==> src/eroi_pkg.sv <==
// eroi_pkg: shared types, constants and fixed point helpers for the
// reed oscillator integrator. Depends on nothing; every other file imports it.
`default_nettype none

package eroi_pkg;

	// number of Euler steps per item and fraction bits of the fixed point format
	localparam int STEPS     = 1000;
	localparam int FRAC_BITS = 20;

	// queue between front and engine
	localparam int QDEPTH = 2;
	localparam int QPTR_W = (QDEPTH > 1) ? $clog2(QDEPTH) : 1;
	localparam int QCNT_W = $clog2(QDEPTH + 1);

	// configuration register map
	localparam int CFG_IDX_W = 8;
	localparam logic [CFG_IDX_W-1:0] REG_LINEAR_GAIN = CFG_IDX_W'(0);
	localparam logic [CFG_IDX_W-1:0] REG_CUBIC_GAIN  = CFG_IDX_W'(1);
	localparam logic signed [31:0] LINEAR_GAIN_RST = 32'sd5242880;
	localparam logic signed [31:0] CUBIC_GAIN_RST  = 32'sd4194304;

	localparam logic signed [63:0] SAT_MAX = 64'sd2147483647;
	localparam logic signed [63:0] SAT_MIN = -64'sd2147483648;

	typedef struct packed {
		logic signed [31:0] start_position;
		logic signed [31:0] start_velocity;
		logic        [30:0] time_span;
		logic signed [31:0] stiffness;
	} item_t;

	typedef struct packed {
		logic signed [31:0] end_position;
		logic signed [31:0] end_velocity;
		logic               overflow;
	} result_t;

	// work entry handed from front to engine
	typedef struct packed {
		logic signed [31:0] position;
		logic signed [31:0] velocity;
		logic        [30:0] dt;
		logic signed [31:0] stiffness;
	} work_t;

	typedef struct packed {
		logic full;
		logic empty;
	} q_status_t;

	typedef struct packed {
		logic idle;
		logic last_update;
	} eng_status_t;

	// saturated value plus clamp flag
	typedef struct packed {
		logic signed [31:0] val;
		logic               sat;
	} qres_t;

	function automatic qres_t clamp64(logic signed [63:0] v);
		qres_t r;
		if (v > SAT_MAX) begin
			r.val = 32'sh7fffffff;
			r.sat = 1'b1;
		end else if (v < SAT_MIN) begin
			r.val = 32'sh80000000;
			r.sat = 1'b1;
		end else begin
			r.val = v[31:0];
			r.sat = 1'b0;
		end
		return r;
	endfunction

	// product shifted down with floor rounding, then saturated
	function automatic qres_t qmul(logic signed [31:0] a, logic signed [31:0] b);
		logic signed [63:0] aw;
		logic signed [63:0] bw;
		logic signed [63:0] p;
		aw = {{32{a[31]}}, a};
		bw = {{32{b[31]}}, b};
		p  = aw * bw;
		return clamp64(p >>> FRAC_BITS);
	endfunction

	function automatic qres_t qadd(logic signed [31:0] a, logic signed [31:0] b);
		logic signed [63:0] s;
		s = {{32{a[31]}}, a} + {{32{b[31]}}, b};
		return clamp64(s);
	endfunction

	function automatic qres_t qsub(logic signed [31:0] a, logic signed [31:0] b);
		logic signed [63:0] s;
		s = {{32{a[31]}}, a} - {{32{b[31]}}, b};
		return clamp64(s);
	endfunction

endpackage

`default_nettype wire

==> src/eroi_front.sv <==
// eroi_front: accepts items and turns the time span into the step size.
// Depends on eroi_pkg; feeds eroi_queue.
`default_nettype none

module eroi_front (
	input  wire logic               start,
	output logic                    busy,
	input  wire eroi_pkg::item_t    item,
	input  wire eroi_pkg::q_status_t q_status,
	output logic                    push,
	output eroi_pkg::work_t         push_entry
);
	import eroi_pkg::*;

	// floor(span / STEPS) as a multiply by a rounded-up reciprocal
	localparam int DIV_SH = 31 + $clog2(STEPS);
	localparam logic [64:0] DIV_ONE = 65'd1 << DIV_SH;
	localparam logic [32:0] DIV_M = 33'((DIV_ONE + 65'(STEPS) - 65'd1) / 65'(STEPS));

	logic [63:0] span_prod;

	// accept whenever the queue has room
	assign busy = q_status.full;
	assign push = start && !q_status.full;

	// step size
	assign span_prod = 64'(item.time_span) * 64'(DIV_M);

	always_comb begin
		push_entry.position  = item.start_position;
		push_entry.velocity  = item.start_velocity;
		push_entry.dt        = 31'(span_prod >> DIV_SH);
		push_entry.stiffness = item.stiffness;
	end

endmodule

`default_nettype wire

==> config.mk <==
export PLATFORM = sky130hd
export DESIGN_NAME = eroi_front
export DESIGN_NICKNAME = d
export VERILOG_FILES = /design/src/eroi_pkg.sv /design/src/eroi_front.sv
export SDC_FILE = /design/constraint.sdc
export NUM_CORES = 1
export LEC_CHECK = 0
export ABC_AREA = 1
export BUFFER_PORTS_ARGS = -buffer_cell sky130_fd_sc_hd__clkbuf_2
export CAP_MARGIN = 10
export CORE_ASPECT_RATIO = 1.25
export CORE_MARGIN = 1.5
export CORE_UTILIZATION = 55
export DETAILED_ROUTE_END_ITERATION = 8
export PLACE_DENSITY = 0.81
export SLEW_MARGIN = 20
export SYNTH_ARGS = -nofsm -noshare
export SYNTH_HDL_FRONTEND = slang
export SYNTH_SLANG_ARGS = --single-unit
==> constraint.sdc <==
create_clock -name vclk -period 7
set_input_delay 1.05 -clock vclk [all_inputs]
set_output_delay 1.05 -clock vclk [all_outputs]
set_load 0.02 [all_outputs]
==> flow_summary.yaml <==
routing:
  wl_per_cell_um: 18.5
  dr.pass1.iters: 6
  postRouteWirelength_um: 51700
  ant_nets: 0
  drt-initial-drc-count: 739
  vias_per_cell: 5.18
  drc_errors: 0
  vias: 14400
critical_path:
  cpPeakStageDelay_ns: 0.63
  crit_type: "in2out"
  start_kind: "primary input"
  crit_path_cell_trace: "clkbuf_16, ha_4, fa_1, fa_1, inv_1, fa_1, inv_1, fa_1, fa_2, fa_1, inv_1, fa_1, inv_1, ha_4, nand2_4, nor2_4, nand2_2, buf_4, nor3_2, nand2_1, nand3_1, nand2_1, nand2_2, clkbuf_4"
  slowest_stage: "fa_1"
  crit_buf_inv: 7
  crit_family: "adder cells"
  critPathMaxFanout: 6
  path_common_cell: "fa_1"
  arrival_ns: 6.69
  worstPathRequired_ns: 5.95
  critPathCaptureType: "primary output"
yosys:
  syn-instance-count: 2239
  synth_area_mm2: 0.0171
  avgSynthCellArea_um2: 7.64
  ys_warn_count: 0
  synth.distinct_cells: 26
  ys_seq_area_share_pct: 0
run_status:
  status: "finished, violations left"
  violations: "negative setup slack"
job:
  cap_violations: 0
timing:
  slew_violations: 0
  final-hold-violation-count: 0
  finalCritPeriodShare_pct: 111
  finalSetupViolCount: 22
  max_freq_mhz: 129
  rsz0062_at_grt: "true"
  fin_crit_ns: 7.74
  worst_slack_ns: -0.744
global_route:
  grt_usage_pct: 32.2
  grt_pass1_wl_um: 80600
  overflow: 0
  grt_max_degree: 10
  grt_pass1_vias: 16200
  antenna_found_initial: 0
die:
  row_count: 72
  die-area_mm2: 0.0322
  dieWidth_um: 161
  start_util_pct: 55.5
  die_y_um: 200
  core-area_mm2: 0.0308
  io_pins: 259
placed_design:
  port_buffers: 57
  dp_hpwl_um: 42700
  globalplace.congestion: 0.985
cts:
  hold_buffers: 0
cells_and_area:
  final_util_pct: 66.4
  synthToLayoutAreaGrowth_pct: 19.5
  n_clock_buffer: 0
  seq_cell_count: 0
  regArea_um2: 0
  fin_nets: 3179
  antenna_cells: 0
  drive_above_1_share_pct: 23.1
min_path:
  hp-class: "in2out"
==> Yosys cell counts, types with 8 or more instances <==
cell type | n | area [µm²]
nand3_1 | 48 | 240
buf_4 | 106 | 796
nor3_1 | 8 | 40.0
fa_1 | 287 | 5750
and2_1 | 8 | 50.1
nor2_1 | 84 | 315
nor2_2 | 8 | 50.1
nand4_1 | 14 | 87.6
ha_1 | 380 | 4750
a21oi_1 | 37 | 185
inv_1 | 751 | 2820
nand2_1 | 471 | 1770
==> area by class of cell <==
| class | instances | area (µm²) |
|---|---|---|
| multi-input combinational | 1382 | 15100 |
| inverter | 759 | 2850 |
| tap | 407 | 509 |
| fill | 2334 | 10400 |
| timing repair buffer | 239 | 2010 |
==> logic make-up after synthesis <==
| logic type | Yosys count | share of synthesized area, % |
|---|---|---|
| buffers and inverters | 865 | 21.3 |
| adders and majority gates | 667 | 61.4 |
| and+or+nand+nor | 658 | 15.8 |
| AOI/OAI and AO/OA | 48 | 1.49 |
| other | 1 | 0.0219 |
==> worst paths after layout <==
kind | start | end | slack [ns] | cells past startpoint
setup / recovery | item[40] | push_entry[43] | -0.74 | 24
hold / removal | item[103] | push_entry[103] | 2.10 | 0
==> what timing repair did <==
action                                  in CTS  in global routing
resized for setup                          203                192
setup buffers                                3                  5
pin swaps                                   61                 54
endpoints found under the setup margin      22                 22
==> cells in the final DEF, fill, tap and decap left out, types with 9 or more instances in the layout <==
master,count
clkbuf_8,15
nand4_1,14
nand3_1,33
ha_1,318
nor2_4,33
clkbuf_2,18
nand2_4,20
nand2_1,366
inv_2,26
a21oi_1,23
nand2_2,87
buf_6,14
nand3_2,11
ha_4,56
conb_1,9
nor2_1,47
buf_4,178
fa_2,21
fa_1,266
a21oi_2,13
inv_1,731
nor2_2,17
==> metrics by stage <==
step | setup slack, ns | area (µm²) | std cells | TNS, ns | hold slack, ns
finish | -0.744 | 20500 | 2787 | -14.05 | 2.10
global route | -0.886 | 20500 | 2787 | -17.82 | 2.10
CTS | -0.606 | 19700 | 2782 | -12.35 | 2.10
detailed placement | -0.832 | 18600 | 2779 | -17.33 | 2.10
global placement | -0.776 | 18600 | 2779 | -15.95 | 2.10
floorplan | -0.0272 | 17300 | 2247 | -0.0598 | 2.18
==> metal layers <==
| metal | track usage, % | wire, µm | vias to the layer above |
|---|---|---|---|
| li1 | - | - | 6685 |
| met1 | 34.2 | 18200 | 6866 |
| met2 | 58.6 | 26000 | 581 |
| met3 | 3.23 | 2590 | 296 |
| met4 | 24.4 | 4810 | 0 |
| met5 | 0 | 0 | - |
Power is not shown: default switching activity piles up to over one toggle a cycle in this logic, so the estimate is an artifact.
