==> src/eroi_pkg.sv <==
// eroi_pkg: shared types, constants and fixed point helpers for the
// reed oscillator integrator. Depends on nothing; every other file imports it.
`default_nettype none

package eroi_pkg;

	// number of Euler steps per item and fraction bits of the fixed point format
	localparam int STEPS     = 1000;
	localparam int FRAC_BITS = 20;

	// queue between front and engine
	localparam int QDEPTH = 2;
	localparam int QPTR_W = (QDEPTH > 1) ? $clog2(QDEPTH) : 1;
	localparam int QCNT_W = $clog2(QDEPTH + 1);

	// configuration register map
	localparam int CFG_IDX_W = 8;
	localparam logic [CFG_IDX_W-1:0] REG_LINEAR_GAIN = CFG_IDX_W'(0);
	localparam logic [CFG_IDX_W-1:0] REG_CUBIC_GAIN  = CFG_IDX_W'(1);
	localparam logic signed [31:0] LINEAR_GAIN_RST = 32'sd5242880;
	localparam logic signed [31:0] CUBIC_GAIN_RST  = 32'sd4194304;

	localparam logic signed [63:0] SAT_MAX = 64'sd2147483647;
	localparam logic signed [63:0] SAT_MIN = -64'sd2147483648;

	typedef struct packed {
		logic signed [31:0] start_position;
		logic signed [31:0] start_velocity;
		logic        [30:0] time_span;
		logic signed [31:0] stiffness;
	} item_t;

	typedef struct packed {
		logic signed [31:0] end_position;
		logic signed [31:0] end_velocity;
		logic               overflow;
	} result_t;

	// work entry handed from front to engine
	typedef struct packed {
		logic signed [31:0] position;
		logic signed [31:0] velocity;
		logic        [30:0] dt;
		logic signed [31:0] stiffness;
	} work_t;

	typedef struct packed {
		logic full;
		logic empty;
	} q_status_t;

	typedef struct packed {
		logic idle;
		logic last_update;
	} eng_status_t;

	// saturated value plus clamp flag
	typedef struct packed {
		logic signed [31:0] val;
		logic               sat;
	} qres_t;

	function automatic qres_t clamp64(logic signed [63:0] v);
		qres_t r;
		if (v > SAT_MAX) begin
			r.val = 32'sh7fffffff;
			r.sat = 1'b1;
		end else if (v < SAT_MIN) begin
			r.val = 32'sh80000000;
			r.sat = 1'b1;
		end else begin
			r.val = v[31:0];
			r.sat = 1'b0;
		end
		return r;
	endfunction

	// product shifted down with floor rounding, then saturated
	function automatic qres_t qmul(logic signed [31:0] a, logic signed [31:0] b);
		logic signed [63:0] aw;
		logic signed [63:0] bw;
		logic signed [63:0] p;
		aw = {{32{a[31]}}, a};
		bw = {{32{b[31]}}, b};
		p  = aw * bw;
		return clamp64(p >>> FRAC_BITS);
	endfunction

	function automatic qres_t qadd(logic signed [31:0] a, logic signed [31:0] b);
		logic signed [63:0] s;
		s = {{32{a[31]}}, a} + {{32{b[31]}}, b};
		return clamp64(s);
	endfunction

	function automatic qres_t qsub(logic signed [31:0] a, logic signed [31:0] b);
		logic signed [63:0] s;
		s = {{32{a[31]}}, a} - {{32{b[31]}}, b};
		return clamp64(s);
	endfunction

endpackage

`default_nettype wire

==> src/eroi_queue.sv <==
// eroi_queue: short item queue between the front and the integration engine.
// Depends on eroi_pkg.
`default_nettype none

module eroi_queue (
	input  wire logic                clk,
	input  wire logic                arst_n,
	input  wire logic                push,
	input  wire eroi_pkg::work_t     push_entry,
	input  wire logic                pop,
	output eroi_pkg::work_t          head,
	output eroi_pkg::q_status_t      q_status
);
	import eroi_pkg::*;

	work_t              entries_q [QDEPTH];
	logic [QPTR_W-1:0]  wr_ptr_q;
	logic [QPTR_W-1:0]  rd_ptr_q;
	logic [QCNT_W-1:0]  count_q;
	logic               do_push;
	logic               do_pop;

	assign q_status.full  = (count_q == QCNT_W'(QDEPTH));
	assign q_status.empty = (count_q == '0);
	assign do_push = push && !q_status.full;
	assign do_pop  = pop && !q_status.empty;
	assign head    = entries_q[rd_ptr_q];

	// entry storage
	always_ff @(posedge clk) begin
		if (do_push) begin
			entries_q[wr_ptr_q] <= push_entry;
		end
	end

	// pointers and fill count
	always_ff @(posedge clk or negedge arst_n) begin
		if (!arst_n) begin
			wr_ptr_q <= '0;
			rd_ptr_q <= '0;
			count_q  <= '0;
		end else begin
			if (do_push) begin
				wr_ptr_q <= (wr_ptr_q == QPTR_W'(QDEPTH - 1)) ? '0 : wr_ptr_q + 1'b1;
			end
			if (do_pop) begin
				rd_ptr_q <= (rd_ptr_q == QPTR_W'(QDEPTH - 1)) ? '0 : rd_ptr_q + 1'b1;
			end
			if (do_push && !do_pop) begin
				count_q <= count_q + 1'b1;
			end else if (do_pop && !do_push) begin
				count_q <= count_q - 1'b1;
			end
		end
	end

endmodule

`default_nettype wire

==> config.mk <==
export PLATFORM = sky130hd
export DESIGN_NAME = eroi_queue
export DESIGN_NICKNAME = d
export VERILOG_FILES = /design/src/eroi_pkg.sv /design/src/eroi_queue.sv
export SDC_FILE = /design/constraint.sdc
export NUM_CORES = 1
export LEC_CHECK = 0
export BUFFER_PORTS_ARGS = -buffer_cell sky130_fd_sc_hd__buf_2
export CAP_MARGIN = 20
export CORE_UTILIZATION = 40
export CTS_CLUSTER_SIZE = 20
export DETAILED_ROUTE_END_ITERATION = 7
export SYNTH_ARGS = -nofsm -noshare
export SYNTH_HDL_FRONTEND = slang
export SYNTH_SLANG_ARGS = --single-unit
==> constraint.sdc <==
create_clock -name clk -period 20 [get_ports clk]
set_input_delay 2 -clock clk [delete_from_list [all_inputs] [get_ports clk]]
set_output_delay 2 -clock clk [all_outputs]
set_load 0.05 [all_outputs]
==> flow_summary.json, run 1 <==
{
  "pre_cts_slack_ns": 15.46,
  "viasPerCell": 4.64,
  "rows": 55,
  "dpl.hpwl_um": 11300,
  "tns_ns": 0,
  "grt-ovfl-total": 0,
  "dr_total_vias": 4741,
  "worstHoldStart": "count_q[1]",
  "root_buffer": "clkbuf_16",
  "io_pins": 260,
  "grt_first_pass_wirelength_um": 26600,
  "fp.coreArea_sq_mm": 0.0228,
  "cp_max_fo": 75,
  "io_buffers": 259,
  "synth_cells": 414,
  "finalClockSkew_ns": 0.0167,
  "final_core_util_pct": 51.5,
  "worst_setup_path_start_kind": "flip-flop",
  "peakVddDrop_mv": 0.0820,
  "area.sequential_sq_mm": 0.00773,
  "max_slew_margin_pct": 28.2,
  "ctsHoldBuffers": 0,
  "cts.sinks": 258,
  "clk-insertion-delay-late_ns": 0.52,
  "synth_simple_gate_area_share_pct": 0.293,
  "finalNetCount": 823,
  "setup.worst_path.class": "flip-flop to output pin",
  "power.density_mw_per_mm2": 175,
  "cts_setup_buffers": 0,
  "hold_violations": 0,
  "synth_top_family_by_area": "multiplexers",
  "period_share_pct": 25.1,
  "antenna_found_initial": 3,
  "synthMuxAreaShare_pct": 15.2,
  "r2r-start": "count_q[0]",
  "startpoint": "rd_ptr_q",
  "globalplace.congestion": 0.739,
  "rsz0062_at_grt": "no",
  "timing.final.ws_setup_ns": 14.99,
  "synth-compound-area-share_pct": 0.0532,
  "nFillCells": 1885,
  "tritoncts": "built",
  "antenna_cells": 0,
  "synth_xor_area_share_pct": 0.465,
  "cts_max_path_buffers": 3,
  "drive_gt1_share_pct": 60.4,
  "die-height_um": 155,
  "area_growth_pct": 25.1,
  "die_w_um": 155,
  "syn_nets": 546,
  "routed_wirelength_um": 17400,
  "tightest_slew_ns": 1.08,
  "cp.arrival_ns": 3.01,
  "htree_levels": 1,
  "ys_types": 14,
  "min_path_type": "flip-flop to flip-flop",
  "wl_per_cell_um": 17.1,
  "synth_warnings": 0,
  "end_kind": "output pin",
  "ant_nets": 0,
  "avgSynthCellArea_sq_um": 22.7,
  "status": "complete, no violations",
  "maxCapViolCount": 0,
  "drt-initial-drc-count": 201,
  "drtPass1Iterations": 4,
  "leakage_nw": 4.39,
  "finalMaxSlewViolations": 0,
  "initial_core_util_pct": 41.2,
  "yosysSeqAreaShare_pct": 82.1,
  "drcViolationCount": 0,
  "max_freq_ghz": 0.199,
  "yosys_register_bits": 258,
  "period_minus_slack_ns": 5.01,
  "track_usage_pct": 14.2,
  "synthAdderAreaFrac_pct": 0.133,
  "numCtsBuffers": 26,
  "clk_pin_slew_ns": 0.06,
  "setup_viol": 0,
  "synth_area_sq_mm": 0.00941,
  "multiInputGateArea_sq_mm": 0.00153,
  "cts_repair_resize_count": 0,
  "grt_max_degree": 79,
  "grt_pass1_vias": 5136,
  "required_ns": 18.00,
  "dieArea_sq_mm": 0.0241
}
[area by class of cell]
class	instances	area share (%)
clock buffers	33	5.93
clock inverters	13	0.712
inverters	2	0.0638
multi-input cells	140	13.0
flip-flops and latches	258	65.7
well taps	313	3.33
repair buffers	263	11.3
[synthesized netlist by cell type (all sizes together)]
cell type,n,area (sq um)
inv,2,7.51
xor2,2,17.5
dfrtp,4,100
and3,1,6.26
buf,14,154
xnor2,3,26.3
ha,1,12.5
nand2,1,3.75
mux2,127,1430
o21ai,1,5.00
edfxtp,254,7630
nand2b,1,6.26
nor2,3,11.3
[worst paths after layout]
check	to	slack, ns	cells after the start
setup / recovery	head[0]	14.99	3
hold / removal	count_q[1]	0.52	1
setup reg to reg	entries_q[0][17]	17.18	5
hold reg to reg	count_q[1]	0.52	1
max in group asynchronous	rd_ptr_q	18.58	1
min in group asynchronous	count_q[1]	1.29	1
[worst max-delay path, cell delays in order, from the launching register on]
cell     delay (ns)
dfrtp_4        0.87
buf_4          0.86
mux2_2         0.43
buf_2          0.21
[power breakdown]
group          internal, W  total [W]  switching [W]  leakage (nW)
logic             0.000219   0.000829       0.000610          1.59
registers         0.000741   0.000788      0.0000466          2.41
clock network     0.000258   0.000444       0.000186         0.389
total              0.00122    0.00206       0.000843          4.39
[flip-flops by register name (all words and copies together) (netlist names)]
signal / flops
rd_ptr_q: 1
wr_ptr_q: 1
entries_q: 254
count_q: 2
[layout by cell type, fill, tap and decap left out]
master     netlist  layout
dfrtp_4          0       1
ha_1             1       1
dfrtp_1          4       3
nor2_4           0       1
bufinv_16        0       1
clkinv_2         0       7
clkbuf_1         0       6
xor2_1           2       2
buf_2            0     259
buf_4            1       4
o21ai_0          1       1
inv_1            2       2
xnor2_1          3       3
nand2b_1         1       1
mux2_2         127     127
edfxtp_1       254     254
nand2_1          1       1
and3_4           0       1
clkinv_1         0       5
nor2_1           3       2
clkbuf_16        0      27
[per-layer routing]
metal  part of all wire, %  routed length [um]  vias to the layer above  GRT usage [%]
met2                    49                8540                      192           24.7
met4                   2.4                 416                        4           4.48
li1                      -                   -                     2200              -
met5                  0.17                  30                        -              0
met1                    39                6760                     2311           15.8
met3                   9.7                1690                       34           5.71
[cell families (layout without fill, tap and decap cells)]
kind of cell	Yosys count	count (layout)
fa+ha+maj	1	1
flops	258	258
mux	127	127
buf+inv	16	311
compound gates	1	1
xor+xnor	5	5
simple gates	6	6
[stage by stage]
stage | instance area, sq um | total power [W] | hold slack (ns) | instances
after CTS | 11800 | 0.00209 | 0.525 | 1022
after global routing | 11800 | 0.00214 | 0.585 | 1022
after floorplan | 9410 | 0.00149 | 0.461 | 414
after global placement | 11000 | 0.00163 | 0.499 | 976
final | 11800 | 0.00206 | 0.517 | 1022
after detailed placement | 11000 | 0.00164 | 0.516 | 976
No activity file was read; power rests on OpenSTA's default activity.
==> run 2: changes to the inputs <==
--- a/config.mk
+++ b/config.mk
@@ -10,6 +10,7 @@
 export CORE_UTILIZATION = 40
 export CTS_CLUSTER_SIZE = 20
 export DETAILED_ROUTE_END_ITERATION = 7
+export PLACE_DENSITY = 0.66
 export SYNTH_ARGS = -nofsm -noshare
 export SYNTH_HDL_FRONTEND = slang
 export SYNTH_SLANG_ARGS = --single-unit
==> constraint.sdc (replaced) <==
create_clock -name clk -period 4.3 [get_ports clk]
set_input_delay 0.43 -clock clk [delete_from_list [all_inputs] [get_ports clk]]
set_output_delay 0.43 -clock clk [all_outputs]
set_load 0.05 [all_outputs]
==> run 2 against run 1 <==
Against the previous run:
- hold slack worse by 0.41 ns
- non-clock buffer count is 1 higher
- largest cell class unchanged
- critical path depth stayed put
- register-to-register slack worse by 15 ns
- clock power grew to 5.2 times the previous value
- combinational power grew to 4.7 times the previous value
- sequential share of layout area is 0.88 points lower
- global-route usage is 0.096 points higher
==> flow_summary.json, run 2 (synthesis results as in run 1) <==
{
  "reg2reg_depth": 4,
  "numCtsBuffers": 27,
  "viasPerCell": 4.67,
  "nFillCells": 1888,
  "tns_ns": 0,
  "globalplace.congestion": 0.735,
  "max_freq_ghz": 0.336,
  "max_slew_margin_pct": 37.5,
  "grt_max_degree": 77,
  "dpl.hpwl_um": 11700,
  "worst_setup_path_start_kind": "flip-flop",
  "max_stage_delay_ns": 0.87,
  "status": "complete, no violations",
  "ant_nets": 0,
  "dieArea_sq_mm": 0.0241,
  "setup.worst_path.class": "flip-flop to output pin",
  "r2r-start": "count_q[0]",
  "drive_gt1_share_pct": 60.1,
  "critPathBufInv": 2,
  "clk-insertion-delay-late_ns": 0.51,
  "drtPass1Iterations": 4,
  "end_kind": "output pin",
  "worstHoldStart": "push_entry[65]",
  "finalNetCount": 825,
  "cts.sinks": 258,
  "io_buffers": 259,
  "clk_pin_slew_ns": 0.06,
  "rsz0062_at_grt": "no",
  "cp_top_family": "flip-flops",
  "drt-initial-drc-count": 207,
  "mostFrequentLayoutCells": "buf_2 (259), edfxtp_1 (254), mux2_2 (127), clkbuf_16 (27), clkinv_1 (8)",
  "finalClockSkew_ns": 0.0122,
  "largest_reg_flops": 254,
  "antenna_found_initial": 0,
  "die_w_um": 155,
  "cts_max_path_buffers": 3,
  "dr_total_vias": 4783,
  "multiInputGateArea_sq_mm": 0.00153,
  "min_path_type": "input port to flip-flop",
  "rows": 55,
  "cp.arrival_ns": 2.55,
  "slowest_stage": "dfrtp_4",
  "grt_first_pass_wirelength_um": 26700,
  "die-height_um": 155,
  "cts_repair_resize_count": 0,
  "setup_viol": 0,
  "grt-ovfl-total": 0,
  "final_common_cell": "buf_2",
  "antenna_cells": 0,
  "area_growth_pct": 26.8,
  "finalMaxSlewViolations": 0,
  "io_pins": 260,
  "grt_pass1_vias": 5001,
  "rr_endpoint": "entries_q[0][117]",
  "period_share_pct": 69.3,
  "regToRegSetupSlack_ns": 2.06,
  "period_minus_slack_ns": 2.98,
  "cts_setup_buffers": 0,
  "cp_cell_sequence": "buf_12 -> mux2_2 -> buf_2",
  "required_ns": 3.87,
  "leakage_nw": 4.44,
  "fp.coreArea_sq_mm": 0.0228,
  "initial_core_util_pct": 41.2,
  "tritoncts": "built",
  "tightest_slew_ns": 0.938,
  "maxCapViolCount": 0,
  "routed_wirelength_um": 17700,
  "area.sequential_sq_mm": 0.00773,
  "regMostFlops": "entries_q",
  "drcViolationCount": 0,
  "whs_path_depth": 1,
  "total_power_w": 0.00986,
  "cp_max_fo": 76,
  "peakVddDrop_mv": 0.405,
  "wl_per_cell_um": 17.3,
  "htree_levels": 1,
  "hold-path-endpoint": "entries_q[1][65]",
  "reg.largest.list": "entries_q (254), count_q (2)",
  "power.density_mw_per_mm2": 827,
  "hold_violations": 0,
  "root_buffer": "clkbuf_16",
  "final_core_util_pct": 52.2,
  "ctsHoldBuffers": 1,
  "track_usage_pct": 14.3
}
==> run 2: final cells by class <==
class                   count  share of cell area (%)
clock buffers              32                    5.82
clock inverters            16                    1.68
inverters                   2                  0.0629
multi-input cells         140                    12.8
flip-flops and latches    258                    64.8
well taps                 313                    3.28
repair buffers            264                    11.5
==> run 2: layer usage <==
layer | GRT usage [%] | part of all wire, % | up-vias
li1 | - | - | 2208
met2 | 25.1 | 51 | 194
met1 | 16.7 | 38 | 2346
met3 | 4.04 | 8.1 | 35
met4 | 5.04 | 3.0 | 0
met5 | 0 | 0 | -
==> run 2: how the worst max path moves through the flow <==
stage | from | endpoint | slack [ns] | cells past startpoint
final | rd_ptr_q | head[111] | 1.32 | 3
after global routing | rd_ptr_q | head[111] | 1.20 | 3
after CTS | rd_ptr_q | head[85] | 1.28 | 3
after detailed placement | rd_ptr_q | head[85] | 1.83 | 3
after global placement | rd_ptr_q | head[111] | 1.88 | 3
after floorplan | count_q[0] | entries_q[1][0] | 0.27 | 2
==> run 2: stage by stage <==
stage          instances  instance area, sq um  worst slack (ns)  hold WS, ns
2_1_floorplan        414                  9420             0.275        0.134
3_3_place_gp         976                 11000              1.88        0.234
3_5_place_dp         976                 11000              1.83        0.239
4_1_cts             1025                 11900              1.28       0.0765
5_1_grt             1025                 11900              1.20       0.0796
6_report            1025                 11900              1.32        0.105
==> run 2: report_power, final <==
group / switching, W / total [W] / internal, W
Clock: 0.000873 / 0.00231 / 0.00144
Combinational: 0.00284 / 0.00388 / 0.00104
Sequential: 0.000227 / 0.00367 / 0.00344
==> run 2: worst reg2reg max path, stage by stage, from the launching register on <==
cell,delay [ns]
dfrtp_1,0.43
nand2b_1,0.18
nand2_1,0.14
nor2_4,0.62
buf_4,0.51
==> run 3: changes to the inputs <==
--- a/config.mk
+++ b/config.mk
@@ -10,7 +10,6 @@
 export CORE_UTILIZATION = 40
 export CTS_CLUSTER_SIZE = 20
 export DETAILED_ROUTE_END_ITERATION = 7
-export PLACE_DENSITY = 0.66
 export SYNTH_ARGS = -nofsm -noshare
 export SYNTH_HDL_FRONTEND = slang
 export SYNTH_SLANG_ARGS = --single-unit
==> constraint.sdc (replaced) <==
create_clock -name clk -period 3.1 [get_ports clk]
set_input_delay 0.31 -clock clk [delete_from_list [all_inputs] [get_ports clk]]
set_output_delay 0.31 -clock clk [all_outputs]
set_load 0.05 [all_outputs]
==> run 3 against run 2 <==
Against the previous run:
- core utilization up 5.6 points
- via count up 11%
- clock power up 35%
- count of clock-buffer cells in the layout down 1
- critical path type unchanged
==> flow_summary.json, run 3 (synthesis results as in run 1) <==
{
  "status": "complete, no violations",
  "die_w_um": 155,
  "cts_max_path_buffers": 3,
  "tns_ns": 0,
  "initial_core_util_pct": 41.2,
  "setup_viol": 0,
  "routed_wirelength_um": 19200,
  "viasPerCell": 4.57,
  "rows": 55,
  "total_power_w": 0.0138,
  "clk_pin_slew_ns": 0.06,
  "antenna_cells": 0,
  "power.density_mw_per_mm2": 1040,
  "drive_gt1_share_pct": 51.5,
  "hold_violations": 0,
  "io_buffers": 259,
  "leakage_nw": 4.97,
  "area_growth_pct": 40.4,
  "min_path_type": "input port to flip-flop",
  "finalClockSkew_ns": 0.0107,
  "finalMaxSlewViolations": 0,
  "regMostFlops": "entries_q",
  "final_common_cell": "buf_2",
  "grt_first_pass_wirelength_um": 29400,
  "clk-insertion-delay-late_ns": 0.52,
  "cp.arrival_ns": 2.12,
  "end_kind": "output pin",
  "grt_pass1_vias": 5741,
  "cts_setup_buffers": 0,
  "drt-initial-drc-count": 233,
  "die-height_um": 155,
  "maxCapViolCount": 0,
  "drtPass1Iterations": 4,
  "grt-ovfl-total": 0,
  "nFillCells": 1778,
  "wl_per_cell_um": 16.6,
  "fp.coreArea_sq_mm": 0.0228,
  "setup.worst_path.class": "flip-flop to output pin",
  "mostFrequentLayoutCells": "buf_2 (259), edfxtp_1 (254), dlygate4sd3_1 (128), mux2_2 (127), clkbuf_16 (27)",
  "dieArea_sq_mm": 0.0241,
  "finalNetCount": 954,
  "worst_setup_path_start_kind": "flip-flop",
  "max_freq_ghz": 0.411,
  "rsz0062_at_grt": "no",
  "htree_levels": 1,
  "antenna_found_initial": 0,
  "tightest_slew_ns": 0.786,
  "max_slew_margin_pct": 47.6,
  "reg.largest.list": "entries_q (254), count_q (2)",
  "cts.sinks": 258,
  "track_usage_pct": 15.7,
  "globalplace.congestion": 0.729,
  "period_minus_slack_ns": 2.43,
  "period_share_pct": 78.4,
  "ant_nets": 0,
  "peakVddDrop_mv": 0.559,
  "dpl.hpwl_um": 11300,
  "required_ns": 2.79,
  "numCtsBuffers": 27,
  "tritoncts": "built",
  "grt_max_degree": 81,
  "largest_reg_flops": 254,
  "drcViolationCount": 0,
  "dr_total_vias": 5287,
  "io_pins": 260,
  "cp_max_fo": 48,
  "root_buffer": "clkbuf_16"
}
==> run 3: area by class of cell <==
class                   instances  area, sq um  share of cell area [%]
repair buffers                393         2670                    20.2
multi-input cells             140         1530                    11.6
inverters                       2         7.51                  0.0569
flip-flops and latches        258         7730                    58.6
clock buffers                  31          691                    5.23
well taps                     313          392                    2.97
clock inverters                19          179                    1.36
==> run 3: repair_timing <==
action,CTS,global route
endpoints found under the hold margin,258,0
setup endpoints to repair,0,0
resized for setup,0,0
hold buffers,128,0
==> run 3: through the flow <==
step / instances / setup slack (ns) / instance area (sq um) / util [%] / hold slack [ns]
after CTS: 1156 / 0.625 / 13200 / 57.8 / 0.108
after detailed placement: 978 / 1.17 / 11100 / 48.4 / 0.120
after floorplan: 414 / 0.123 / 9420 / - / 0.0144
final: 1156 / 0.669 / 13200 / 57.8 / 0.135
after global placement: 978 / 1.23 / 11100 / 48.4 / 0.117
after global routing: 1156 / 0.574 / 13200 / 57.8 / 0.124
==> run 3: report_power, final <==
group / internal, W / leakage [nW] / switching, W / total (W)
registers: 0.00477 / 2.41 / 0.000183 / 0.00495
logic: 0.00158 / 2.15 / 0.00412 / 0.00570
clock network: 0.00185 / 0.412 / 0.00128 / 0.00313
total: 0.00820 / 4.97 / 0.00558 / 0.0138
==> run 3: worst max-delay path, stage by stage (launching register included) <==
cell and delay (ns):
dfrtp_4 0.42, buf_4 0.51, mux2_2 0.41, buf_2 0.21
==> run 3: worst paths after layout <==
path	from	endpoint	slack [ns]	cells after the start
worst min-delay path	pop	rd_ptr_q	0.13	3
worst max-delay path	rd_ptr_q	head[46]	0.67	3
worst max register to register	count_q[0]	entries_q[0][93]	1.17	4
max in group asynchronous	arst_n	rd_ptr_q	2.82	2
worst min register to register	count_q[1]	count_q[1]	0.55	1
min in group asynchronous	arst_n	wr_ptr_q	0.14	2
==> run 3: metal layers <==
metal	up-vias	GRT usage [%]	routed length, um
li1	2470	-	-
met1	2591	17.5	7570
met2	191	28.7	9820
met3	35	4.79	1360
met4	0	4.44	460
met5	-	0	0
